## src/rtl/cdbst_pkg.sv

```systemverilog
// ----------------------------------------------------------------------------
// cdbst_pkg
// Shared types, codes and reset constants of the carrier-detect backoff
// serial transceiver.
// ----------------------------------------------------------------------------
`timescale 1ns / 1ps
`default_nettype none

package cdbst_pkg;

    // Line modes, also reported on the result word.
    typedef enum logic [2:0] {
        MODE_IDLE    = 3'd0,
        MODE_RX      = 3'd1,
        MODE_TX      = 3'd2,
        MODE_BACKOFF = 3'd3,
        MODE_COLL    = 3'd4
    } mode_t;

    // Send request status codes.
    localparam logic [2:0] STATUS_NONE     = 3'd0;
    localparam logic [2:0] STATUS_STARTED  = 3'd1;
    localparam logic [2:0] STATUS_CARRIER  = 3'd2;
    localparam logic [2:0] STATUS_PRIORITY = 3'd3;
    localparam logic [2:0] STATUS_BUSY     = 3'd4;

    // Configuration register indexes.
    localparam logic [2:0] CFG_TICKS_PER_BIT   = 3'd0;
    localparam logic [2:0] CFG_FIRST_SAMPLE    = 3'd1;
    localparam logic [2:0] CFG_CARRIER_TICKS   = 3'd2;
    localparam logic [2:0] CFG_BACKOFF_LIMIT   = 3'd3;
    localparam logic [2:0] CFG_COLLISION_TICKS = 3'd4;

    // Reset values of the configuration registers.
    localparam logic [7:0] RST_TICKS_PER_BIT   = 8'd10;
    localparam logic [7:0] RST_FIRST_SAMPLE    = 8'd15;
    localparam logic [6:0] RST_CARRIER_TICKS   = 7'd20;
    localparam logic [6:0] RST_BACKOFF_LIMIT   = 7'd40;
    localparam logic [6:0] RST_COLLISION_TICKS = 7'd15;

    // Data bits in one byte and the saturation point of the bit counter.
    localparam logic [6:0] DATA_BITS = 7'd8;
    localparam logic [6:0] COUNT_MAX = 7'd127;

    typedef struct packed {
        logic [7:0] ticks_per_bit;
        logic [7:0] first_sample_ticks;
        logic [6:0] carrier_ticks;
        logic [6:0] backoff_limit;
        logic [6:0] collision_ticks;
    } cfg_t;

    typedef struct packed {
        logic       op;
        logic       rx_level;
        logic       tx_pending;
        logic [7:0] tx_byte;
        logic [6:0] prio_delay;
    } item_t;

    typedef struct packed {
        logic       tx_level;
        logic       rx_valid;
        logic [7:0] rx_byte;
        logic       rx_error;
        logic       tx_byte_taken;
        logic       tx_done;
        logic       collision;
        logic [2:0] send_status;
        logic [2:0] line_mode;
    } result_t;

endpackage

`default_nettype wire

```

## src/rtl/cdbst_cfg.sv

```systemverilog
// ----------------------------------------------------------------------------
// cdbst_cfg
// Configuration register bank written through the plain write port.
// ----------------------------------------------------------------------------
`timescale 1ns / 1ps
`default_nettype none

module cdbst_cfg
    import cdbst_pkg::*;
(
    input  wire logic       clk,
    input  wire logic       rst_n,
    input  wire logic       cfg_wen,
    input  wire logic [2:0] cfg_index,
    input  wire logic [7:0] cfg_data,
    output cfg_t            cfg
);

    cfg_t cfg_reg;
    cfg_t cfg_next;

    always_comb
    begin
        cfg_next = cfg_reg;
        if (cfg_wen)
        begin
            unique case (cfg_index)
                CFG_TICKS_PER_BIT:   cfg_next.ticks_per_bit      = cfg_data;
                CFG_FIRST_SAMPLE:    cfg_next.first_sample_ticks = cfg_data;
                CFG_CARRIER_TICKS:   cfg_next.carrier_ticks      = cfg_data[6:0];
                CFG_BACKOFF_LIMIT:   cfg_next.backoff_limit      = cfg_data[6:0];
                CFG_COLLISION_TICKS: cfg_next.collision_ticks    = cfg_data[6:0];
                default:             cfg_next = cfg_reg;
            endcase
        end
    end

    always_ff @(posedge clk or negedge rst_n)
    begin
        if (!rst_n)
        begin
            cfg_reg.ticks_per_bit      <= RST_TICKS_PER_BIT;
            cfg_reg.first_sample_ticks <= RST_FIRST_SAMPLE;
            cfg_reg.carrier_ticks      <= RST_CARRIER_TICKS;
            cfg_reg.backoff_limit      <= RST_BACKOFF_LIMIT;
            cfg_reg.collision_ticks    <= RST_COLLISION_TICKS;
        end
        else
        begin
            cfg_reg <= cfg_next;
        end
    end

    assign cfg = cfg_reg;

endmodule

`default_nettype wire

```

## src/rtl/cdbst_core.sv

```systemverilog
// ----------------------------------------------------------------------------
// cdbst_core
// Line state registers and the single-pass update for one word: send
// request handling, edge detection, sub-bit timer, and the receive,
// transmit, backoff and collision bit events.
// ----------------------------------------------------------------------------
`timescale 1ns / 1ps
`default_nettype none

module cdbst_core
    import cdbst_pkg::*;
(
    input  wire logic  clk,
    input  wire logic  rst_n,
    input  wire cfg_t  cfg,
    input  wire logic  step,
    input  wire item_t item,
    output result_t    result
);

    mode_t      mode_reg,         mode_next;
    logic [6:0] bit_count_reg,    bit_count_next;
    logic [7:0] sub_tick_reg,     sub_tick_next;
    logic [7:0] sample_alarm_reg, sample_alarm_next;
    logic [7:0] rx_shift_reg,     rx_shift_next;
    logic [7:0] tx_shift_reg,     tx_shift_next;
    logic       tx_line_reg,      tx_line_next;
    logic       last_rx_reg,      last_rx_next;

    logic       start_edge;
    logic [8:0] tick_sum;
    logic       tx_clash;

    assign start_edge = last_rx_reg && !item.rx_level;
    assign tick_sum   = {1'b0, sub_tick_reg} + 9'd1;
    assign tx_clash   = ((bit_count_reg != '0) && (item.rx_level != tx_line_reg))
                     || ((bit_count_reg == '0) && !item.rx_level);

    always_comb
    begin
        mode_next         = mode_reg;
        bit_count_next    = bit_count_reg;
        sub_tick_next     = sub_tick_reg;
        sample_alarm_next = sample_alarm_reg;
        rx_shift_next     = rx_shift_reg;
        tx_shift_next     = tx_shift_reg;
        tx_line_next      = tx_line_reg;
        last_rx_next      = last_rx_reg;

        result               = '0;
        result.send_status   = STATUS_NONE;

        if (item.op)
        begin
            // A send request in backoff past its priority delay sees an idle bus.
            if ((mode_reg == MODE_BACKOFF) && (bit_count_reg >= item.prio_delay))
            begin
                sample_alarm_next  = cfg.ticks_per_bit;
                mode_next          = MODE_TX;
                bit_count_next     = '0;
                sub_tick_next      = '0;
                result.send_status = STATUS_STARTED;
            end
            else if (mode_reg == MODE_BACKOFF)
            begin
                result.send_status = (bit_count_reg < cfg.carrier_ticks) ?
                                     STATUS_CARRIER : STATUS_PRIORITY;
            end
            else if (mode_reg != MODE_IDLE)
            begin
                result.send_status = STATUS_BUSY;
            end
            else
            begin
                sample_alarm_next  = cfg.ticks_per_bit;
                mode_next          = MODE_TX;
                bit_count_next     = '0;
                sub_tick_next      = '0;
                result.send_status = STATUS_STARTED;
            end
        end
        else
        begin
            last_rx_next = item.rx_level;
            if (start_edge && ((mode_reg == MODE_IDLE) || (mode_reg == MODE_BACKOFF)))
            begin
                mode_next         = MODE_RX;
                bit_count_next    = '0;
                sub_tick_next     = '0;
                rx_shift_next     = '0;
                sample_alarm_next = cfg.first_sample_ticks;
            end
            else if (mode_reg != MODE_IDLE)
            begin
                if (tick_sum >= {1'b0, sample_alarm_reg})
                begin
                    sub_tick_next     = '0;
                    sample_alarm_next = cfg.ticks_per_bit;
                    unique case (mode_reg)
                        MODE_RX:
                        begin
                            if (bit_count_reg < DATA_BITS)
                            begin
                                rx_shift_next  = {item.rx_level, rx_shift_reg[7:1]};
                                bit_count_next = bit_count_reg + 7'd1;
                            end
                            else
                            begin
                                if (!item.rx_level)
                                begin
                                    result.rx_error = 1'b1;
                                    rx_shift_next   = '0;
                                end
                                else
                                begin
                                    result.rx_valid = 1'b1;
                                    result.rx_byte  = rx_shift_reg;
                                end
                                mode_next      = MODE_BACKOFF;
                                bit_count_next = '0;
                            end
                        end
                        MODE_TX:
                        begin
                            priority if (tx_clash)
                            begin
                                result.collision = 1'b1;
                                mode_next        = MODE_COLL;
                                bit_count_next   = '0;
                            end
                            else if (bit_count_reg == '0)
                            begin
                                if (item.tx_pending)
                                begin
                                    tx_shift_next        = item.tx_byte;
                                    tx_line_next         = 1'b0;
                                    bit_count_next       = 7'd1;
                                    result.tx_byte_taken = 1'b1;
                                end
                                else
                                begin
                                    result.tx_done = 1'b1;
                                    mode_next      = MODE_BACKOFF;
                                    bit_count_next = '0;
                                end
                            end
                            else if (bit_count_reg <= DATA_BITS)
                            begin
                                tx_line_next   = tx_shift_reg[0];
                                tx_shift_next  = {1'b0, tx_shift_reg[7:1]};
                                bit_count_next = bit_count_reg + 7'd1;
                            end
                            else
                            begin
                                // Stop bit: release the line and frame the next byte.
                                tx_line_next   = 1'b1;
                                bit_count_next = '0;
                            end
                        end
                        MODE_BACKOFF:
                        begin
                            if ((bit_count_reg > cfg.backoff_limit)
                                || (bit_count_reg == COUNT_MAX))
                            begin
                                mode_next      = MODE_IDLE;
                                bit_count_next = '0;
                            end
                            else
                            begin
                                bit_count_next = bit_count_reg + 7'd1;
                            end
                        end
                        default:
                        begin
                            // Collision break: hold the line low for the set count.
                            tx_line_next = 1'b0;
                            if (bit_count_reg == cfg.collision_ticks)
                            begin
                                tx_line_next   = 1'b1;
                                mode_next      = MODE_BACKOFF;
                                bit_count_next = '0;
                            end
                            else
                            begin
                                bit_count_next = bit_count_reg + 7'd1;
                            end
                        end
                    endcase
                end
                else
                begin
                    sub_tick_next = tick_sum[7:0];
                end
            end
        end

        result.tx_level  = tx_line_next;
        result.line_mode = mode_next;
    end

    always_ff @(posedge clk or negedge rst_n)
    begin
        if (!rst_n)
        begin
            mode_reg         <= MODE_IDLE;
            bit_count_reg    <= '0;
            sub_tick_reg     <= '0;
            sample_alarm_reg <= RST_TICKS_PER_BIT;
            rx_shift_reg     <= '0;
            tx_shift_reg     <= '0;
            tx_line_reg      <= 1'b1;
            last_rx_reg      <= 1'b1;
        end
        else if (step)
        begin
            mode_reg         <= mode_next;
            bit_count_reg    <= bit_count_next;
            sub_tick_reg     <= sub_tick_next;
            sample_alarm_reg <= sample_alarm_next;
            rx_shift_reg     <= rx_shift_next;
            tx_shift_reg     <= tx_shift_next;
            tx_line_reg      <= tx_line_next;
            last_rx_reg      <= last_rx_next;
        end
    end

endmodule

`default_nettype wire

```

## src/rtl/cd_backoff_serial_transceiver.sv

```systemverilog
// ----------------------------------------------------------------------------
// cd_backoff_serial_transceiver
// Bit-level transceiver for a shared single-wire bus with carrier-detect
// and priority backoff, fed one line sample or send request per word.
// ----------------------------------------------------------------------------
//
//  Channel   Direction  Handshake            Contents
//  s_*       in         s_tvalid/s_tready    tick or send request (tuser = op)
//  m_*       out        m_tvalid/m_tready    one result word per input word
//  cfg_*     in         cfg_wen              register index and write data
//
// Each input word is captured in an input register, processed by the line
// state logic in a single pass and written into the result register, so one
// word is taken every cycle unless the pipeline holds for back-pressure.
// The only loop is the line state register, updated in the same cycle the
// result is registered. When the result register is full and m_tready is low
// the pipeline holds, and a word is still taken while the input register is
// empty. Reset clears the line state and both valid flags, and returns the
// configuration to its power-on values.
//
// ----------------------------------------------------------------------------
`timescale 1ns / 1ps
`default_nettype none

module cd_backoff_serial_transceiver
    import cdbst_pkg::*;
(
    input  wire logic        clk,
    input  wire logic        rst_n,

    input  wire logic        s_tvalid,
    output logic             s_tready,
    // s_tdata, lowest bit up: rx_level, tx_pending, tx_byte[7:0],
    // prio_delay[6:0], seven bits of zero fill.
    input  wire logic [23:0] s_tdata,
    // s_tuser: op (0 timer tick with line sample, 1 send request).
    input  wire logic [0:0]  s_tuser,

    output logic             m_tvalid,
    input  wire logic        m_tready,
    // m_tdata, lowest bit up: tx_level, rx_valid, rx_byte[7:0], rx_error,
    // tx_byte_taken, tx_done, collision, send_status[2:0], line_mode[2:0],
    // four bits of zero fill.
    output logic [23:0]      m_tdata,

    input  wire logic        cfg_wen,
    input  wire logic [2:0]  cfg_index,
    input  wire logic [7:0]  cfg_data
);

    cfg_t    cfg;
    item_t   in_item_reg;
    logic    in_valid_reg;
    result_t out_result_reg;
    result_t core_result;
    logic    out_valid_reg;
    logic    advance;
    logic    s_accept;

    // The result register can take a new word when it is empty or being read.
    assign advance  = !out_valid_reg || m_tready;
    assign s_tready = !in_valid_reg || advance;
    assign s_accept = s_tvalid && s_tready;

    cdbst_cfg u_cfg (
        .clk       (clk),
        .rst_n     (rst_n),
        .cfg_wen   (cfg_wen),
        .cfg_index (cfg_index),
        .cfg_data  (cfg_data),
        .cfg       (cfg)
    );

    cdbst_core u_core (
        .clk    (clk),
        .rst_n  (rst_n),
        .cfg    (cfg),
        .step   (in_valid_reg && advance),
        .item   (in_item_reg),
        .result (core_result)
    );

    // Input register.
    always_ff @(posedge clk or negedge rst_n)
    begin
        if (!rst_n)
        begin
            in_valid_reg <= 1'b0;
        end
        else if (s_tready)
        begin
            in_valid_reg <= s_tvalid;
        end
    end

    always_ff @(posedge clk)
    begin
        if (s_accept)
        begin
            in_item_reg.op         <= s_tuser[0];
            in_item_reg.rx_level   <= s_tdata[0];
            in_item_reg.tx_pending <= s_tdata[1];
            in_item_reg.tx_byte    <= s_tdata[9:2];
            in_item_reg.prio_delay <= s_tdata[16:10];
        end
    end

    // Result register.
    always_ff @(posedge clk or negedge rst_n)
    begin
        if (!rst_n)
        begin
            out_valid_reg <= 1'b0;
        end
        else if (advance)
        begin
            out_valid_reg <= in_valid_reg;
        end
    end

    always_ff @(posedge clk)
    begin
        if (advance && in_valid_reg)
        begin
            out_result_reg <= core_result;
        end
    end

    assign m_tvalid = out_valid_reg;
    assign m_tdata  = {4'b0000,
                       out_result_reg.line_mode,
                       out_result_reg.send_status,
                       out_result_reg.collision,
                       out_result_reg.tx_done,
                       out_result_reg.tx_byte_taken,
                       out_result_reg.rx_error,
                       out_result_reg.rx_byte,
                       out_result_reg.rx_valid,
                       out_result_reg.tx_level};

endmodule

`default_nettype wire
```

## config.mk

```make
export PLATFORM = sky130hd
export DESIGN_NAME = cd_backoff_serial_transceiver
export DESIGN_NICKNAME = d
export VERILOG_FILES = /design/src/rtl/cdbst_pkg.sv /design/src/rtl/cdbst_cfg.sv /design/src/rtl/cdbst_core.sv /design/src/rtl/cd_backoff_serial_transceiver.sv
export SDC_FILE = /design/constraint.sdc
export NUM_CORES = 1
export LEC_CHECK = 0
export BUFFER_PORTS_ARGS = -buffer_cell sky130_fd_sc_hd__buf_2
export CAP_MARGIN = 20
export CORE_ASPECT_RATIO = 2
export CORE_UTILIZATION = 38
export CTS_CLUSTER_DIAMETER = 200
export DETAILED_ROUTE_END_ITERATION = 6
export PLACE_DENSITY_LB_ADDON = 0.08
export SLEW_MARGIN = 20
export SYNTH_ARGS = -nofsm -noshare
export SYNTH_HDL_FRONTEND = slang
export SYNTH_SLANG_ARGS = --single-unit
```

## constraint.sdc

```tcl
create_clock -name clk -period 8.5 [get_ports clk]
set_input_delay 0.85 -clock clk [delete_from_list [all_inputs] [get_ports clk]]
set_output_delay 0.85 -clock clk [all_outputs]
set_load 0.05 [all_outputs]
```

# Word-level counts from Yosys, hierarchy flattened
# Index checks and enable logic that the tools add are counted.
# word_totals
register_bits	121
input_bits	41
output_inout_bits	26
elab_cells	174
# classes
add_sub_neg	2
magnitude_cmp	6
n_eq_ne	14
muxes	71
bitwise	9
reduce_logical	42
# ops
op	count
8-bit two-way mux	23
7-bit two-way mux	13
3-bit two-way mux	15
7-bit one-hot mux with 3 select lines	1
1-bit two-way mux	16
7-bit OR reduction	2
3-bit by 2-bit == test with 1-bit output (second input constant)	4
2-bit AND reduction	6
8-bit by 1-bit adder with 9-bit output (second input constant)	1
9-bit by 8-bit >= comparator with 1-bit output	1
9-bit two-way mux	1
1-bit inverter	9
3-bit one-hot mux with 3 select lines	1
9-bit AND reduction	1
3-bit nonzero test	3
2-bit nonzero test	4
7-bit by 1-bit adder with 7-bit output (second input constant)	1
7-bit == test	1
7-bit == test (second input constant)	1
7-bit >= comparator	1
7-bit greater-than comparator	1
7-bit by 4-bit <= comparator with 1-bit output (second input constant)	1
1-bit logical AND	7
7-bit logical NOT	1
20 further kinds	29

# Depth between registers and ports, before layout
# logic_depth
depth_word	9
depth_mapped	13
depth_no_buf	12

# By module
# Synthesis repeated with hierarchy kept, for this count alone.
# unflattened
hier_cells	555
area_unflattened_um2	6321.1
# modules_own_cells
mod	n_inst	cells_per_inst	area_per_inst_um2	seq_area_each_um2
cdbst_core	1	422	3604.7	1106.1
cdbst_cfg	1	82	1437.6	943.4
cd_backoff_serial_transceiver	1	51	1278.7	1191.1

# Worst setup path before layout
# OpenSTA, ideal clock, no wires.
# synth_timing
path_kind	register to register
start	reg u_core.sub_tick_reg[0]
end	reg u_core.sample_alarm_reg[0]
setup_time_ns	0.125
arrival_ns	2.793
required_ns	8.375
slack_ns	5.582
path_stages_with_launch	14
path_buffers	1
path_cell_list	dfrtp_1 ha_1 and4_1 nand2_1 nand2_1 nand2_1 ha_1 a21oi_1 a21boi_0 nand2b_1 nor4_1 clkbuf_1 nor2_1 mux2_2
# synth_between
elab_chain_len	4
# synth_lines
element	line_no	rtl
start, declared	cdbst_core.sv:23	logic [7:0] sub_tick_reg, sub_tick_next;
start signal, assigned	cdbst_core.sv:218	sub_tick_reg <= sub_tick_next;
8-bit by 1-bit adder with 9-bit output	cdbst_core.sv:35	assign tick_sum = {1'b0, sub_tick_reg} + 9'd1;
9-bit by 8-bit >= comparator with 1-bit output	cdbst_core.sv:95	if (tick_sum >= {1'b0, sample_alarm_reg})
3-bit nonzero test (no line)	n/a	
5-bit AND reduction (no line)	n/a	
end signal, assigned	cdbst_core.sv:219	sample_alarm_reg <= sample_alarm_next;
end, declared	cdbst_core.sv:24	logic [7:0] sample_alarm_reg, sample_alarm_next;
# Every way passes these cells.
# A chain may end at the register's enable or synchronous reset.

# Worst setup path in the final report
# Same ends and word-level chain as after synthesis.

==> impl_metrics.sql <==
INSERT INTO impl_metrics (metric_group, metric, value, unit) VALUES
('timing', 'final.hold.worst_slack', '0.406', 'ns'),
('timing', 'drv_slew', '0', ''),
('global_route', 'global_route.usage.met3', '3.90', '%'),
('timing', 'worst-slew-pin-transition', '0.987', 'ns'),
('timing', 'fin_crit', '3.51', 'ns'),
('routing', 'drc_errors', '0', ''),
('global_route', 'grtUsageMet1', '18.9', '%'),
('finish', 'n_antenna_cell', '0', ''),
('placed_design', 'post-place-ws', '4.97', 'ns'),
('synthesis', 'synth_enable_flop_cells', '38', ''),
('floorplanning', 'floorplan.die.height', '183', 'microns'),
('timing', 'fin_crit_sh', '41.4', '%'),
('synthesis', 'mappedNetlistArea', '6240', 'sq um'),
('worst_setup_path', 'worst-r2r-setup-slack', '4.99', 'ns'),
('synthesis', 'yosys.area.top_type', 'sky130_fd_sc_hd__dfrtp_1', ''),
('global_route', 'grt.busiest_layer', 'met2', ''),
('clocking', 'cts_tree', 'yes', ''),
('timing', 'setup_violations', '0', ''),
('clocking', 'postCtsResizedCells', '0', ''),
('global_route', 'grt_antenna_before_repair', '0', ''),
('global_route', 'grt_use_met2', '35.3', '%'),
('placed_design', 'hpwlAfterDp', '10.5', 'mm'),
('timing', 'postLayoutSetupSlackWorst', '4.99', 'ns'),
('routing', 'vias_per_cell', '5.29', ''),
('worst_setup_path', 'critical_path.endpoint_type', 'register', ''),
('routing', 'drt-pass1-iter-count', '4', ''),
('placed_design', 'io_buffer_count', '55', ''),
('finish', 'final_nets', '704', ''),
('clocking', 'clock_sink_count', '121', ''),
('clocking', 'ctsHoldBuffers', '0', ''),
('floorplanning', 'design.core.area', '16200', 'sq um'),
('timing', 'unrepaired_setup_endpoints_after_global_routing', 'false', ''),
('pwr', 'max-vdd-ir-drop', '155', 'uV'),
('routing', 'routed_vias', '4494', ''),
('clocking', 'post_cts_clock_slew_at_the_launch_and_capture_registers_of_the_worst_setup_and_hold_paths', '0.06', 'ns'),
('placed_design', 'post_dp_cell_area', '6720', 'sq um'),
('worst_setup_path', 'r2r_cells', '13', ''),
('clocking', 'cts_inserted_buffers', '17', ''),
('global_route', 'grt_max_degree', '45', ''),
('timing', 'maxSlewHeadroom', '33.8', '%'),
('floorplanning', 'dieArea', '17000', 'sq um'),
('routing', 'drtIter0Drc', '159', ''),
('worst_setup_path', 'worst-endpoint-required', '8.80', 'ns'),
('run_status', 'run_status', 'complete, no violations', ''),
('synthesis', 'synth_seq_area_share', '51.9', '%'),
('pwr', 'power-per-cell-area', '308', 'nW/um^2'),
('floorplanning', 'top_level_ports', '67', ''),
('worst_setup_path', 'path_class', 'register to register', ''),
('synthesis', 'post_synth.cell_area_avg', '10.9', 'sq um'),
('routing', 'post_drt_wl_per_cell', '17.1', 'microns'),
('floorplanning', 'start_util', '38.6', '%'),
('job', 'max_cap_viol_count', '0', ''),
('finish', 'utilization', '45.1', '%'),
('floorplanning', 'floorplan.rows', '66', ''),
('synthesis', 'synthDominantCellAreaShare', '26.0', '%'),
('pwr', 'power.static_leakage', '0.00307', 'uW'),
('finish', 'final.fill_count', '1585', ''),
('finish', 'layout-drive-gt1-share', '25.0', '%'),
('worst_hold_path', 'hp-class', 'input pin to asynchronous set/reset pin', ''),
('clocking', 'htree_levels', '4', ''),
('finish', 'final_std_cell_area_no_fill', '7300', 'sq um'),
('worst_setup_path', 'critPathMaxFanout', '16', ''),
('timing', 'hold_viol_final', '0', ''),
('worst_setup_path', 'startpoint_type', 'register', ''),
('synthesis', 'postSynthRegisterBits', '121', ''),
('routing', 'routed_wirelength', '14.5', 'mm'),
('synthesis', 'post_synth_num_cell_types', '71', ''),
('routing', 'number_of_routed_nets_with_antenna_violations', '0', ''),
('synthesis', 'post_synth_inst_count', '572', ''),
('timing', 'maxClockFrequency', '0.285', 'GHz'),
('clocking', 'clock_insertion_delay_worst_skew', '0.42', 'ns');
-- cells in the mapped netlist, types with 9 or more instances --
library cell / instances
sky130_fd_sc_hd__a22o_1: 9
sky130_fd_sc_hd__inv_1: 41
sky130_fd_sc_hd__and2_1: 9
sky130_fd_sc_hd__edfxtp_1: 38
sky130_fd_sc_hd__dfrtp_1: 65
sky130_fd_sc_hd__mux2_2: 34
sky130_fd_sc_hd__o21ai_0: 39
sky130_fd_sc_hd__nand2_1: 53
sky130_fd_sc_hd__nor2_1: 30
sky130_fd_sc_hd__dfstp_2: 18
sky130_fd_sc_hd__ha_1: 31
sky130_fd_sc_hd__a21oi_1: 14
sky130_fd_sc_hd__nand2b_1: 12
sky130_fd_sc_hd__a31oi_1: 10
sky130_fd_sc_hd__nand3_1: 16
sky130_fd_sc_hd__nor2b_1: 9
sky130_fd_sc_hd__clkbuf_1: 11
-- per-stage QoR --
| step | total power, uW | std cells |
|---|---|---|
| after floorplan | 1360 | 575 |
| after global placement | 1530 | 817 |
| after detailed placement | 1560 | 817 |
| after CTS | 2270 | 849 |
| after global routing | 2400 | 849 |
| final | 2250 | 849 |
-- cells by family (layout without fill, tap and decap cells) --
family	Yosys count	after routing	synth area share, %
simple gates	172	172	14.1
compound gates	124	124	13.8
flops	121	121	51.9
buf+inv	68	138	4.77
mux	41	41	7.25
fa+ha+maj	31	31	6.21
xor+xnor	14	14	1.96
other cells	1	4	0.0601
-- report_power, final --
group,leakage (uW),internal [uW],switching (uW)
combinational,0.00140,268,404
sequential,0.00139,740,133
clock,0.000285,435,267
-- final timing paths --
| kind | start | end |
|---|---|---|
| setup / recovery | u_core.sub_tick_reg[0]$_DFFE_PN0P_ | u_core.sample_alarm_reg[0]$_DFFE_PN0P_ |
| hold / removal | rst_n | in_valid_reg$_DFFE_PN0N_ |
| setup reg to reg | u_core.sub_tick_reg[0]$_DFFE_PN0P_ | u_core.sample_alarm_reg[0]$_DFFE_PN0P_ |
| hold reg to reg | in_item_reg[14]$_DFFE_PP_ | u_core.tx_shift_reg[7]$_DFFE_PN0P_ |
| max in group asynchronous | rst_n | u_cfg.cfg[31]$_DFFE_PN0P_ |
| min in group clk | in_item_reg[14]$_DFFE_PP_ | u_core.tx_shift_reg[7]$_DFFE_PN0P_ |
-- worst max-delay path, cell delays in order, from the launching register on --
cell and delay, ns:
sky130_fd_sc_hd__dfrtp_1 0.44, sky130_fd_sc_hd__ha_1 0.28, sky130_fd_sc_hd__and4_1 0.29, sky130_fd_sc_hd__nand2_1 0.08, sky130_fd_sc_hd__nand2_1 0.07, sky130_fd_sc_hd__nand2_1 0.06
sky130_fd_sc_hd__ha_1 0.32, sky130_fd_sc_hd__a21oi_1 0.13, sky130_fd_sc_hd__a21boi_0 0.12, sky130_fd_sc_hd__nand2b_1 0.22, sky130_fd_sc_hd__nor4_2 0.63, sky130_fd_sc_hd__buf_4 0.33
sky130_fd_sc_hd__nor2_1 0.13, sky130_fd_sc_hd__mux2_2 0.29
-- metal layers --
layer / vias up / wire length [microns]
met5: - / 0
met2: 85 / 8180
met4: 0 / 418
met3: 22 / 373
met1: 2224 / 5540
li1: 2163 / -
-- final cells by class --
| class | instances | area (sq um) | share of cell area [%] |
|---|---|---|---|
| Clock buffer | 21 | 483 | 6.62 |
| Clock inverter | 11 | 91.3 | 1.25 |
| Inverter | 42 | 158 | 2.16 |
| Multi-Input combinational cell | 386 | 2720 | 37.3 |
| Sequential cell | 121 | 3240 | 44.4 |
| Tap cell | 204 | 255 | 3.50 |
| Timing Repair Buffer | 64 | 345 | 4.73 |
-- layout by cell type (no fill, tap or decap), types with 9 or more instances in the layout --
master and instances:
sky130_fd_sc_hd__a31oi_1 10, sky130_fd_sc_hd__inv_1 41, sky130_fd_sc_hd__a21oi_1 14, sky130_fd_sc_hd__and2_1 9, sky130_fd_sc_hd__nand3_1 16, sky130_fd_sc_hd__nand2_1 53
sky130_fd_sc_hd__buf_4 10, sky130_fd_sc_hd__mux2_2 34, sky130_fd_sc_hd__clkbuf_16 19, sky130_fd_sc_hd__ha_1 31, sky130_fd_sc_hd__nor2b_1 9, sky130_fd_sc_hd__dfstp_2 18
sky130_fd_sc_hd__o21ai_0 39, sky130_fd_sc_hd__nand2b_1 12, sky130_fd_sc_hd__edfxtp_1 38, sky130_fd_sc_hd__nor2_1 30, sky130_fd_sc_hd__a22o_1 9, sky130_fd_sc_hd__buf_2 54
sky130_fd_sc_hd__dfrtp_1 65
No activity file was read; power rests on OpenSTA's default activity.
